`src/hw/rtl/assert_macros.svh`:
```
// assertion helper macros for the hash core
`ifndef ASSERT_MACROS_SVH
`define ASSERT_MACROS_SVH

// check a property on every clock edge outside reset
`define ASSERT_CLK(label, clk, rst_n, prop, msg) \
	label: assert property (@(posedge clk) disable iff (!rst_n) (prop)) else $error(msg);

`endif

```
`src/hw/rtl/sha512_pkg.sv`:
```
`timescale 1ns / 1ps
// ----------------------------------------------------------------------------
// sha512_pkg: shared types and constants
// Initial hash values, round constants, queue entry type and engine states.
// ----------------------------------------------------------------------------
package sha512_pkg;

	localparam int WordW = 64;
	localparam int RoundTotal = 80;

	localparam logic [WordW-1:0] InitChain [8] = '{
		64'h6a09e667f3bcc908, 64'hbb67ae8584caa73b, 64'h3c6ef372fe94f82b,
		64'ha54ff53a5f1d36f1, 64'h510e527fade682d1, 64'h9b05688c2b3e6c1f,
		64'h1f83d9abfb41bd6b, 64'h5be0cd19137e2179
	};

	localparam logic [WordW-1:0] RoundKey [RoundTotal] = '{
		64'h428a2f98d728ae22, 64'h7137449123ef65cd, 64'hb5c0fbcfec4d3b2f, 64'he9b5dba58189dbbc,
		64'h3956c25bf348b538, 64'h59f111f1b605d019, 64'h923f82a4af194f9b, 64'hab1c5ed5da6d8118,
		64'hd807aa98a3030242, 64'h12835b0145706fbe, 64'h243185be4ee4b28c, 64'h550c7dc3d5ffb4e2,
		64'h72be5d74f27b896f, 64'h80deb1fe3b1696b1, 64'h9bdc06a725c71235, 64'hc19bf174cf692694,
		64'he49b69c19ef14ad2, 64'hefbe4786384f25e3, 64'h0fc19dc68b8cd5b5, 64'h240ca1cc77ac9c65,
		64'h2de92c6f592b0275, 64'h4a7484aa6ea6e483, 64'h5cb0a9dcbd41fbd4, 64'h76f988da831153b5,
		64'h983e5152ee66dfab, 64'ha831c66d2db43210, 64'hb00327c898fb213f, 64'hbf597fc7beef0ee4,
		64'hc6e00bf33da88fc2, 64'hd5a79147930aa725, 64'h06ca6351e003826f, 64'h142929670a0e6e70,
		64'h27b70a8546d22ffc, 64'h2e1b21385c26c926, 64'h4d2c6dfc5ac42aed, 64'h53380d139d95b3df,
		64'h650a73548baf63de, 64'h766a0abb3c77b2a8, 64'h81c2c92e47edaee6, 64'h92722c851482353b,
		64'ha2bfe8a14cf10364, 64'ha81a664bbc423001, 64'hc24b8b70d0f89791, 64'hc76c51a30654be30,
		64'hd192e819d6ef5218, 64'hd69906245565a910, 64'hf40e35855771202a, 64'h106aa07032bbd1b8,
		64'h19a4c116b8d2d0c8, 64'h1e376c085141ab53, 64'h2748774cdf8eeb99, 64'h34b0bcb5e19b48a8,
		64'h391c0cb3c5c95a63, 64'h4ed8aa4ae3418acb, 64'h5b9cca4f7763e373, 64'h682e6ff3d6b2b8a3,
		64'h748f82ee5defb2fc, 64'h78a5636f43172f60, 64'h84c87814a1f0ab72, 64'h8cc702081a6439ec,
		64'h90befffa23631e28, 64'ha4506cebde82bde9, 64'hbef9a3f7b2c67915, 64'hc67178f2e372532b,
		64'hca273eceea26619c, 64'hd186b8c721c0c207, 64'heada7dd6cde0eb1e, 64'hf57d4f7fee6ed178,
		64'h06f067aa72176fba, 64'h0a637dc5a2c898a6, 64'h113f9804bef90dae, 64'h1b710b35131c471b,
		64'h28db77f523047d84, 64'h32caab7b40c72493, 64'h3c9ebe0a15c9bebc, 64'h431d67c49c100d4c,
		64'h4cc5d4becb3e42b6, 64'h597f299cfc657e2a, 64'h5fcb6fab3ad6faec, 64'h6c44198c4a475817
	};

	// classified word handed from front to back
	typedef struct packed {
		logic [WordW-1:0] word;   // masked and padded word
		logic [3:0]       cnt;    // valid bytes of a last word (0..8)
		logic             fin;    // last word of the message (length blocks follow)
		logic             extra;  // full last word: a separate 0x80 word must follow
	} entry_t;

	typedef enum logic [2:0] {
		ST_LOAD,
		ST_ROUND,
		ST_ADD,
		ST_PAD,
		ST_EMIT
	} eng_state_t;

	function automatic logic [WordW-1:0] rotr(input logic [WordW-1:0] x, input int n);
		rotr = (x >> n) | (x << (WordW - n));
	endfunction

endpackage

```
`src/hw/rtl/sha512_front.sv`:
```
`timescale 1ns / 1ps
// ----------------------------------------------------------------------------
// sha512_front: word classifier
// Masks short last words, inserts the 0x80 marker and writes a small queue.
// ----------------------------------------------------------------------------
module sha512_front (
	input  logic                         clk,
	input  logic                         arst_n,
	input  logic                         in_valid,
	output logic                         in_ready,
	input  logic [63:0]                  in_word,
	input  logic [3:0]                   in_count,
	input  logic                         in_last,
	output logic                         q_valid,
	input  logic                         q_ready,
	output sha512_pkg::entry_t           q_data
);
	import sha512_pkg::*;

	entry_t      mem_q [2];
	logic        wp_q, rp_q;
	logic [1:0]  cnt_q;
	entry_t      ent;
	logic [3:0]  n;
	logic [63:0] mask, mark;

	// classify the incoming word
	always_comb begin
		n = in_last ? ((in_count > 4'd8) ? 4'd8 : in_count) : 4'd8;
		mask = (n == 4'd0) ? 64'd0 : ~(64'hffffffffffffffff >> {n[3:0], 3'b000});
		mark = (n == 4'd8) ? 64'd0 : (64'h8000000000000000 >> {n[2:0], 3'b000});
		ent.word = (in_word & mask) | (in_last ? mark : 64'd0);
		ent.cnt = n;
		ent.fin = in_last;
		ent.extra = in_last && (n == 4'd8);
	end

	assign in_ready = (cnt_q != 2'd2);
	assign q_valid = (cnt_q != 2'd0);
	assign q_data = mem_q[rp_q];

	// queue storage
	always_ff @(posedge clk) begin
		if (in_valid && in_ready) mem_q[wp_q] <= ent;
	end

	// queue pointers
	always_ff @(posedge clk or negedge arst_n) begin
		if (!arst_n) begin
			wp_q <= 1'b0;
			rp_q <= 1'b0;
			cnt_q <= 2'd0;
		end else begin
			if (in_valid && in_ready) wp_q <= ~wp_q;
			if (q_valid && q_ready) rp_q <= ~rp_q;
			cnt_q <= cnt_q + 2'(in_valid && in_ready) - 2'(q_valid && q_ready);
		end
	end
endmodule

```
`config.mk`:
```
export PLATFORM = sky130hd
export DESIGN_NAME = sha512_front
export DESIGN_NICKNAME = d
export VERILOG_FILES = /design/src/hw/rtl/assert_macros.svh /design/src/hw/rtl/sha512_pkg.sv /design/src/hw/rtl/sha512_front.sv
export SDC_FILE = /design/constraint.sdc
export NUM_CORES = 1
export LEC_CHECK = 0
export ABC_CLOCK_PERIOD_IN_PS = 6400
export BUFFER_PORTS_ARGS = -buffer_cell sky130_fd_sc_hd__clkbuf_2
export CAP_MARGIN = 10
export CORE_ASPECT_RATIO = 0.5
export CORE_MARGIN = 2
export CORE_UTILIZATION = 57
export DETAILED_ROUTE_END_ITERATION = 8
export GPL_TIMING_DRIVEN = 0
export PLACE_DENSITY_LB_ADDON = 0.12
export SYNTH_ARGS = -nofsm -noshare
export SYNTH_HDL_FRONTEND = slang
export SYNTH_SLANG_ARGS = --single-unit
```
`constraint.sdc`:
```
create_clock -name clk -period 6.4 [get_ports clk]
set_input_delay 1.28 -clock clk [delete_from_list [all_inputs] [get_ports clk]]
set_output_delay 1.28 -clock clk [all_outputs]
set_load 0.03 [all_outputs]
```
==> results of run 1 <==
-- layout make-up --
type	instances	area, um^2
timing repair buffer	147	788
tap	135	169
buffer	10	50.0
clock buffer	19	433
sequential	144	4300
inverter	4	15.0
fill	596	2250
clock inverter	13	210
multi-input combinational	169	1440
-- final timing paths --
path / start / endpoint / cells after the start
setup / recovery: rp_q / q_data[38] / 4
hold / removal: cnt_q[1] / cnt_q[1] / 1
setup reg to reg: cnt_q[1] / mem_q[0][25] / 4
hold reg to reg: cnt_q[1] / cnt_q[1] / 1
max in group asynchronous: arst_n / cnt_q[1] / 1
min in group asynchronous: arst_n / cnt_q[0] / 1
-- per-layer routing --
metal	vias up	routed length [um]	part of all wire, %
met5	-	0	0
met4	0	68	0.60
met3	4	771	6.8
met2	102	5900	52
met1	1617	4600	41
li1	1568	-	-
-- synth_stat cells (all sizes together) --
cell / number / area share, %
a21boi: 1 / 0.13
a21oi: 2 / 0.17
a31o: 1 / 0.15
and2: 45 / 4.9
and2b: 7 / 0.91
and3: 1 / 0.11
buf: 10 / 0.86
dfrtp: 4 / 1.7
edfxtp: 140 / 73
ha: 2 / 0.43
inv: 4 / 0.26
mux2: 71 / 14
nand2: 8 / 0.52
nand2b: 2 / 0.22
nand3: 2 / 0.17
nor2: 7 / 0.45
nor2b: 8 / 0.99
nor3: 1 / 0.28
nor3b: 1 / 0.22
o21a: 1 / 0.13
o21ai: 4 / 0.35
or2: 1 / 0.11
xnor2: 3 / 0.45
xor2: 1 / 0.15
-- kinds of logic after synthesis --
logic type | after synthesis | share of synthesized area, %
compound gates | 9 | 0.928
buf+inv | 14 | 1.12
fa+ha+maj | 2 | 0.432
mux | 71 | 13.9
flops | 144 | 74.2
simple gates | 83 | 8.83
xor+xnor | 4 | 0.604
-- stage by stage --
stage,TNS (ns),utilization (%),instances
finish,0,76.7,641
global route,0,76.7,641
CTS,0,76.7,641
detailed placement,0,70.0,609
global placement,-18.57,69.2,606
floorplan,0,-,327
-- worst max-delay path, cell delays in order (launching register included) --
cell	delay, ns
dfrtp_1	0.32
buf_2	0.18
buf_2	0.33
mux2_2	0.38
clkbuf_2	0.19
-- flip-flops by register name, indices dropped and copies added (netlist names) --
| register | cells |
|---|---|
| mem_q | 140 |
| cnt_q | 2 |
| wp_q | 1 |
| rp_q | 1 |
-- power by group through the flow --
stage | combinational [mW] | clock (mW) | sequential (mW)
final | 1.29 | 1.06 | 1.35
after global routing | 1.37 | 1.11 | 1.36
after CTS | 1.31 | 1.07 | 1.35
after detailed placement | 1.30 | 0 | 1.37
after global placement | 1.25 | 0 | 1.39
after floorplan | 0.924 | 0 | 1.37
==> impl_metrics.env, run 1 <==
export IMPL_outcome="finished clean"
export IMPL_yosysSeqAreaShare_pct=74.2
export IMPL_globalRouteTotalUtil_pct=21.7
export IMPL_synth_distinct_cells=28
export IMPL_die_y_um=75.3
export IMPL_fp_dieArea_um2=11000
export IMPL_globalRouteMet1Util_pct=26.1
export IMPL_detailedRoute_firstPassIterationCount=4
export IMPL_worst_pin_slew_ns=0.629
export IMPL_grt_overflow_total=0
export IMPL_globalRoute_busiestLayer="met2"
export IMPL_end_kind="output pin"
export IMPL_post_cts_setup_buffers=0
export IMPL_fmaxAchievable_mhz=324
export IMPL_syn_to_final_growth_pct=27.8
export IMPL_design_portCount=145
export IMPL_clock_insertion_delay_worst_skew_ns=0.40
export IMPL_std_cell_rows=25
export IMPL_holdBufCountCts=0
export IMPL_avgRoutedWirePerCell_um=17.7
export IMPL_tritoncts="done"
export IMPL_post_route_drc_count=0
export IMPL_sw_frac_of_total_pct=34.1
export IMPL_post_cts_resized_instances=0
export IMPL_floorplan_initialDensity_pct=60.0
export IMPL_layout_cell_area_non_filler_um2=7410
export IMPL_detail_route_antenna_nets=0
export IMPL_timing_max_cap_violations=0
export IMPL_p_int_mw=2.43
export IMPL_met3_usage_pct=6.29
export IMPL_clock_tree_htree_level_count=4
export IMPL_required_ns=5.12
export IMPL_worst_hold_slack_ns=0.511
export IMPL_grt_max_degree=55
export IMPL_finalMaxSlewViolations=0
export IMPL_setup_viols_final=0
export IMPL_r2r_setup_slack_ns=4.57
export IMPL_cts_buf_count=17
export IMPL_clk_root_buffer_cell="clkbuf_16"
export IMPL_layout_cells_most_common_list="clkbuf_2, edfxtp_1, mux2_2"
export IMPL_place_congestion=0.741
export IMPL_synth_warnings=0
export IMPL_combinationalPowerShare_pct=34.9
export IMPL_dieWidth_um=147
export IMPL_detailroute_via_count=3291
export IMPL_min_delay_path_class="flip-flop to flip-flop"
export IMPL_pwr_share_clk_pct=28.6
export IMPL_syn_num_nets=402
export IMPL_route_detailed_vias_per_inst=5.13
export IMPL_clock_tree_buffer_depth=2
export IMPL_timing_worst_setup_path_type="flip-flop to output pin"
export IMPL_number_of_global_route_vias_before_repair=3396
export IMPL_layout_cells_most_common="clkbuf_2"
export IMPL_finalHoldViolCount=0
export IMPL_share_seq_of_total_power_pct=36.5
export IMPL_io_buffer_count=144
export IMPL_leakagePower_nw=2.89
export IMPL_fin_skew_ns=0.00750
export IMPL_netlist_instances=327
export IMPL_final_net_count=568
export IMPL_drive_gt1_share_pct=52.6
export IMPL_placement_cell_area_um2=6770
export IMPL_unrepaired_setup_endpoints_after_global_routing="no"
export IMPL_clock_sink_count=144
export IMPL_global_route_wire_length_before_repair_mm=17.2
export IMPL_timing_critical_path_from_type="flip-flop"
export IMPL_cellPowerDensity_nw_per_um2=499
export IMPL_detail_route_iter0_violations=198
export IMPL_largest_driver_fanout_on_the_critical_path=10
export IMPL_post_synth_instance_area_um2=5800
export IMPL_fin_crit_sh_pct=48.2
export IMPL_clk_transition_reported_paths_ns=0.06
export IMPL_report_power_total_mw=3.70
export IMPL_postLayoutSetupSlackWorst_ns=3.31
export IMPL_worst_ir_drop_vdd_uv=245
export IMPL_insertedDiodeCount=0
export IMPL_finalWorstPathRequiredPeriod_ns=3.09
export IMPL_cp_arrival_ns=1.81
export IMPL_total_switching_power_mw=1.26
export IMPL_core_region_area_um2=9670
export IMPL_worst_setup_slack_post_dpl_ns=3.69
export IMPL_syn_area_per_cell_um2=17.7
export IMPL_antenna_found_initial=0
export IMPL_drt_total_wl_mm=11.3
export IMPL_max_slew_margin_pct=58.0
export IMPL_grtUsageMet2_pct=38.1
export IMPL_hpwlAfterDp_mm=7.65
export IMPL_ys_seq_elements=144
Note: power is estimated with default switching activity, not from simulation.
==> run 2, diff against run 1 <==
--- a/config.mk
+++ b/config.mk
@@ -5,12 +5,12 @@
 export SDC_FILE = /design/constraint.sdc
 export NUM_CORES = 1
 export LEC_CHECK = 0
-export ABC_CLOCK_PERIOD_IN_PS = 6400
+export ABC_CLOCK_PERIOD_IN_PS = 3000
 export BUFFER_PORTS_ARGS = -buffer_cell sky130_fd_sc_hd__clkbuf_2
 export CAP_MARGIN = 10
 export CORE_ASPECT_RATIO = 0.5
 export CORE_MARGIN = 2
-export CORE_UTILIZATION = 57
+export CORE_UTILIZATION = 53
 export DETAILED_ROUTE_END_ITERATION = 8
 export GPL_TIMING_DRIVEN = 0
 export PLACE_DENSITY_LB_ADDON = 0.12
==> constraint.sdc (replaced) <==
create_clock -name clk -period 3 [get_ports clk]
set_input_delay 0.6 -clock clk [delete_from_list [all_inputs] [get_ports clk]]
set_output_delay 0.6 -clock clk [all_outputs]
set_load 0.03 [all_outputs]
==> impl_metrics.env, run 2 (synthesis results as in run 1) <==
export IMPL_finalHoldViolCount=0
export IMPL_dieWidth_um=152
export IMPL_detail_route_antenna_nets=0
export IMPL_place_congestion=0.694
export IMPL_met3_usage_pct=7.15
export IMPL_drt_total_wl_mm=11.1
export IMPL_globalRouteMet1Util_pct=24.3
export IMPL_layout_cells_most_common_list="clkbuf_2, edfxtp_1, mux2_2"
export IMPL_std_cell_rows=26
export IMPL_finalWorstPathRequiredPeriod_ns=2.43
export IMPL_clock_tree_htree_level_count=4
export IMPL_tritoncts="done"
export IMPL_clk_root_buffer_cell="clkbuf_16"
export IMPL_avgRoutedWirePerCell_um=17.3
export IMPL_clock_sink_count=144
export IMPL_drive_gt1_share_pct=52.1
export IMPL_detailroute_via_count=3254
export IMPL_timing_max_cap_violations=0
export IMPL_max_slew_margin_pct=49.0
export IMPL_cellPowerDensity_nw_per_um2=1030
export IMPL_clock_insertion_delay_worst_skew_ns=0.40
export IMPL_fin_crit_sh_pct=81.1
export IMPL_placement_cell_area_um2=6770
export IMPL_final_net_count=569
export IMPL_biggest_register="mem_q"
export IMPL_postLayoutSetupSlackWorst_ns=0.566
export IMPL_route_detailed_vias_per_inst=5.04
export IMPL_unrepaired_setup_endpoints_after_global_routing="no"
export IMPL_final_cell_count_no_fill=645
export IMPL_setup_viols_final=0
export IMPL_detail_route_iter0_violations=210
export IMPL_finalMaxSlewViolations=0
export IMPL_layout_cells_most_common="clkbuf_2"
export IMPL_grtUsageMet2_pct=32.3
export IMPL_worstHoldPathCells=1
export IMPL_fin_skew_ns=0.00773
export IMPL_grt_overflow_total=0
export IMPL_end_kind="output pin"
export IMPL_globalRouteTotalUtil_pct=19.7
export IMPL_core_region_area_um2=10400
export IMPL_cp_arrival_ns=1.83
export IMPL_io_buffer_count=144
export IMPL_report_power_total_mw=7.51
export IMPL_outcome="finished clean"
export IMPL_detailedRoute_firstPassIterationCount=6
export IMPL_die_y_um=78.0
export IMPL_clock_tree_buffer_depth=2
export IMPL_final_util_pct=70.2
export IMPL_insertedDiodeCount=0
export IMPL_timing_worst_setup_path_type="flip-flop to output pin"
export IMPL_min_delay_path_class="primary input to flip-flop"
export IMPL_syn_to_final_growth_pct=26.1
export IMPL_floorplan_initialDensity_pct=55.7
export IMPL_number_of_cells_traversed_by_the_worst_register_to_register_path=4
export IMPL_leakagePower_nw=2.85
export IMPL_cts_buf_count=17
export IMPL_required_ns=2.40
export IMPL_global_route_wire_length_before_repair_mm=17.3
export IMPL_final_setup_tns_ns=0
export IMPL_worst_ir_drop_vdd_uv=550
export IMPL_post_cts_setup_buffers=0
export IMPL_layout_cell_area_non_filler_um2=7310
export IMPL_worst_pin_slew_ns=0.763
export IMPL_antenna_found_initial=0
export IMPL_dpl_cell_count=614
export IMPL_timing_critical_path_from_type="flip-flop"
export IMPL_fmaxAchievable_mhz=411
export IMPL_worst_setup_slack_post_dpl_ns=0.901
export IMPL_design_portCount=145
export IMPL_globalRoute_busiestLayer="met2"
export IMPL_post_route_drc_count=0
export IMPL_top_regs="mem_q: 140 flops, cnt_q: 2 flops"
export IMPL_fp_dieArea_um2=11800
export IMPL_hpwlAfterDp_mm=7.58
export IMPL_largest_driver_fanout_on_the_critical_path=10
export IMPL_number_of_global_route_vias_before_repair=3419
export IMPL_grt_max_degree=37
export IMPL_largest_register_ff_count=140
export IMPL_worst_hold_slack_ns=0.425
export IMPL_clk_transition_reported_paths_ns=0.06
[run 2: power breakdown]
group	switching, mW	internal [mW]	leakage [nW]
Sequential	0.104	2.77	1.36
Clock	0.757	1.12	0.260
Combinational	1.82	0.945	1.23
Total	2.68	4.83	2.85
[run 2: worst paths after layout]
| path | startpoint | endpoint | slack, ns |
|---|---|---|---|
| max | rp_q | q_data[61] | 0.57 |
| min | in_last | mem_q[0][1] | 0.43 |
| max reg2reg | cnt_q[1] | mem_q[0][53] | 1.05 |
| min reg2reg | cnt_q[1] | cnt_q[1] | 0.51 |
| max in group asynchronous | arst_n | cnt_q[0] | 2.34 |
| min in group asynchronous | arst_n | wp_q | 0.53 |
[run 2: repair_timing]
action	CTS	global route
gates resized for setup	0	0
hold buffers	1	0
hold endpoints to repair	4	0
[run 2: layer usage]
metal  up-vias  wire length (um)
li1       1560                 -
met1      1590              4820
met2        96              5480
met3         8               727
met4         0                93
met5         -                 0
[run 2: layout make-up]
| class | instances | area (um^2) |
|---|---|---|
| Sequential cell | 144 | 4300 |
| Fill cell | 755 | 3100 |
| Multi-Input combinational cell | 169 | 1440 |
| Timing Repair Buffer | 148 | 798 |
| Clock buffer | 18 | 429 |
| Tap cell | 140 | 175 |
| Clock inverter | 12 | 96.3 |
| Buffer | 10 | 50.0 |
| Inverter | 4 | 15.0 |
[run 2: critical path, stage by stage (launching register included)]
cell and delay [ns]:
dfrtp_1 0.32, buf_2 0.18, buf_2 0.33, mux2_2 0.40, clkbuf_2 0.19
==> run 3, diff against run 2 <==
--- a/config.mk
+++ b/config.mk
@@ -5,7 +5,8 @@
 export SDC_FILE = /design/constraint.sdc
 export NUM_CORES = 1
 export LEC_CHECK = 0
-export ABC_CLOCK_PERIOD_IN_PS = 3000
+export ABC_AREA = 1
+export ABC_CLOCK_PERIOD_IN_PS = 2400
 export BUFFER_PORTS_ARGS = -buffer_cell sky130_fd_sc_hd__clkbuf_2
 export CAP_MARGIN = 10
 export CORE_ASPECT_RATIO = 0.5
==> constraint.sdc (replaced) <==
create_clock -name clk -period 2.4 [get_ports clk]
set_input_delay 0.48 -clock clk [delete_from_list [all_inputs] [get_ports clk]]
set_output_delay 0.48 -clock clk [all_outputs]
set_load 0.03 [all_outputs]
==> impl_metrics.env, run 3 <==
export IMPL_outcome="finished clean"
export IMPL_design_portCount=145
export IMPL_worst_hold_slack_ns=0.333
export IMPL_netlist_instances=544
export IMPL_cts_buf_count=17
export IMPL_synth_top_cells_by_count="nand2_1, edfxtp_1, inv_1, nor2_1, buf_2"
export IMPL_min_delay_path_class="primary input to flip-flop"
export IMPL_syn_area_per_cell_um2=10.9
export IMPL_fin_crit_sh_pct=95.6
export IMPL_yosysSeqAreaShare_pct=72.6
export IMPL_unrepaired_setup_endpoints_after_global_routing="no"
export IMPL_biggest_register="mem_q"
export IMPL_r2r_setup_slack_ns=0.35
export IMPL_post_synth_instance_area_um2=5930
export IMPL_layout_cells_most_common="nand2_1"
export IMPL_final_setup_tns_ns=0
export IMPL_syn_to_final_growth_pct=26.4
export IMPL_synth_distinct_cells=24
export IMPL_number_of_cells_traversed_by_the_worst_register_to_register_path=5
export IMPL_critical_path_cell_count=6
export IMPL_largest_cells_by_area_after_synthesis="edfxtp_1, nand2_1, inv_1"
export IMPL_clk_root_buffer_cell="clkbuf_16"
export IMPL_post_route_drc_count=0
export IMPL_fin_skew_ns=0.00687
export IMPL_final_cell_count_no_fill=870
export IMPL_timing_worst_setup_path_type="flip-flop to output pin"
export IMPL_largest_register_ff_count=140
export IMPL_yosysTopAreaCell="edfxtp_1"
export IMPL_synth_flop_cell="edfxtp_1"
export IMPL_crit_start="rp_q"
export IMPL_synth_edff_count=140
export IMPL_globalRouteTotalUtil_pct=22.8
export IMPL_reg2reg_from="cnt_q[1]"
export IMPL_place_congestion=0.792
export IMPL_finalHoldViolCount=0
export IMPL_ys_seq_elements=144
export IMPL_drt_total_wl_mm=13.1
export IMPL_avgRoutedWirePerCell_um=15.1
export IMPL_final_net_count=787
export IMPL_number_of_global_route_vias_before_repair=4185
export IMPL_endpoint="q_data[25]"
export IMPL_timing_max_cap_violations=0
export IMPL_clock_insertion_delay_worst_skew_ns=0.41
export IMPL_max_slew_margin_pct=53.6
export IMPL_crit_path_cell_trace="buf_2 -> inv_2 -> buf_2 -> nand2_1 -> nand2_1 -> clkbuf_2"
export IMPL_fp_dieArea_um2=12100
export IMPL_cp_arrival_ns=1.81
export IMPL_largest_driver_fanout_on_the_critical_path=10
export IMPL_clk_transition_reported_paths_ns=0.06
export IMPL_finalMaxSlewViolations=0
export IMPL_worst_ir_drop_vdd_uv=692
export IMPL_drive_gt1_share_pct=27.7
export IMPL_detailedRoute_firstPassIterationCount=5
export IMPL_insertedDiodeCount=0
export IMPL_buffers_and_inverters_on_the_worst_path=4
export IMPL_fmaxAchievable_mhz=436
export IMPL_cell_with_the_most_instances_after_synthesis="nand2_1"
export IMPL_clock_sink_count=144
export IMPL_leakagePower_nw=3.55
export IMPL_detailroute_via_count=4203
export IMPL_route_detailed_vias_per_inst=4.83
export IMPL_floorplan_initialDensity_pct=54.2
export IMPL_final_util_pct=68.5
export IMPL_global_route_wire_length_before_repair_mm=20.3
export IMPL_timing_critical_path_slowest_cell_delay_ns=0.36
export IMPL_hpwlAfterDp_mm=8.77
export IMPL_fillerInstances=834
export IMPL_timing_critical_path_from_type="flip-flop"
export IMPL_detail_route_iter0_violations=251
export IMPL_core_region_area_um2=10900
export IMPL_clock_tree_htree_level_count=4
export IMPL_worst_hold_startpoint="q_ready"
export IMPL_synth_warnings=0
export IMPL_std_cell_rows=27
export IMPL_dieWidth_um=154
export IMPL_crit_path_top_delay_cell="dfrtp_1"
export IMPL_rr_endpoint="mem_q[1][66]"
export IMPL_netlist_area_leader_share_pct=70.9
export IMPL_finalWorstPathRequiredPeriod_ns=2.29
export IMPL_worst_pin_slew_ns=0.691
export IMPL_cellPowerDensity_nw_per_um2=1330
export IMPL_grt_overflow_total=0
export IMPL_detail_route_antenna_nets=0
export IMPL_grt_max_degree=28
export IMPL_critical_path_top_delay_family="buffers and inverters"
export IMPL_top_regs="mem_q: 140 flops, cnt_q: 2 flops"
export IMPL_required_ns=1.92
export IMPL_syn_num_nets=619
export IMPL_tritoncts="done"
export IMPL_async_reset_ff_share_pct=2.78
export IMPL_end_kind="output pin"
export IMPL_dpl_cell_count=837
export IMPL_die_y_um=78.8
export IMPL_io_buffer_count=144
export IMPL_setup_viols_final=0
export IMPL_report_power_total_mw=9.94
export IMPL_layout_cells_most_common_list="nand2_1, clkbuf_2, edfxtp_1"
export IMPL_antenna_found_initial=0
export IMPL_clock_tree_buffer_depth=2
run 3: cell count changes in the layout (fill, tap and decap cells not counted), sizes merged, moves of 3 or more:
cell	delta
and2	-45
a21boi	+6
and2b	-7
nor2	+39
nor2b	-8
clkbuf	+7
nand3	+3
nand2	+239
inv	+60
mux2	-71
clkinvlp	+3
run 3: how the worst min path moves through the flow:
| stage | slack, ns | cells past startpoint | endpoint |
|---|---|---|---|
| final | 0.33 | 3 | rp_q |
| after global routing | 0.36 | 3 | mem_q[1][15] |
| after CTS | 0.33 | 3 | rp_q |
| after detailed placement | 0.29 | 1 | cnt_q[1] |
| after global placement | 0.29 | 1 | cnt_q[0] |
| after floorplan | 0.18 | 0 | cnt_q[0] |
run 3: power breakdown:
group,internal [mW],total (mW),switching (mW)
combinational,0.975,3.88,2.90
clock,1.51,2.48,0.968
sequential,3.45,3.59,0.135
run 3: layer usage:
layer	part of all wire (%)	vias up	wire, um	global-route usage [%]
li1	-	2083	-	-
met1	44	1972	5730	28.4
met2	49	133	6420	39.5
met3	6.5	15	850	6.33
met4	1.0	0	131	6.79
met5	0	-	0	0
run 3: cell type report:
| type | count | area [um^2] | area share [%] |
|---|---|---|---|
| Multi-Input combinational cell | 319 | 1320 | 17.6 |
| Inverter | 65 | 244 | 3.26 |
| Timing Repair Buffer | 149 | 811 | 10.8 |
| Tap cell | 145 | 181 | 2.42 |
| Clock inverter | 13 | 121 | 1.62 |
| Buffer | 16 | 77.6 | 1.04 |
| Clock buffer | 19 | 433 | 5.78 |
| Sequential cell | 144 | 4300 | 57.4 |
run 3: timing repair:
action	CTS	global route
resized for setup	0	7
setup buffers	0	0
hold endpoints to repair	4	0
endpoints found under the setup margin	0	18
hold buffers	1	0
run 3: cell families after synthesis:
| kind of cell | count (synthesis) | synth area share, % |
|---|---|---|
| AND/OR/NAND/NOR | 300 | 19.6 |
| flip-flops | 144 | 72.6 |
| buffers and inverters | 81 | 5.36 |
| AO/OA/AOI/OAI | 14 | 1.60 |
| XOR/XNOR | 3 | 0.443 |
| adder cells (fa/ha/maj) | 2 | 0.422 |
run 3: worst min-delay path: cells and delay by family:
kind          cells  cell delay (ns)
buf+inv           1             0.08
simple gates      1             0.08
xor+xnor          1             0.06
run 3: metrics by stage:
step | worst slack [ns] | area (um^2)
4_1_cts | 0.0517 | 7490
2_1_floorplan | -0.691 | 5930
3_5_place_dp | 0.269 | 6930
3_3_place_gp | -1.58 | 6840
6_report | 0.105 | 7490
5_1_grt | 0.00403 | 7490
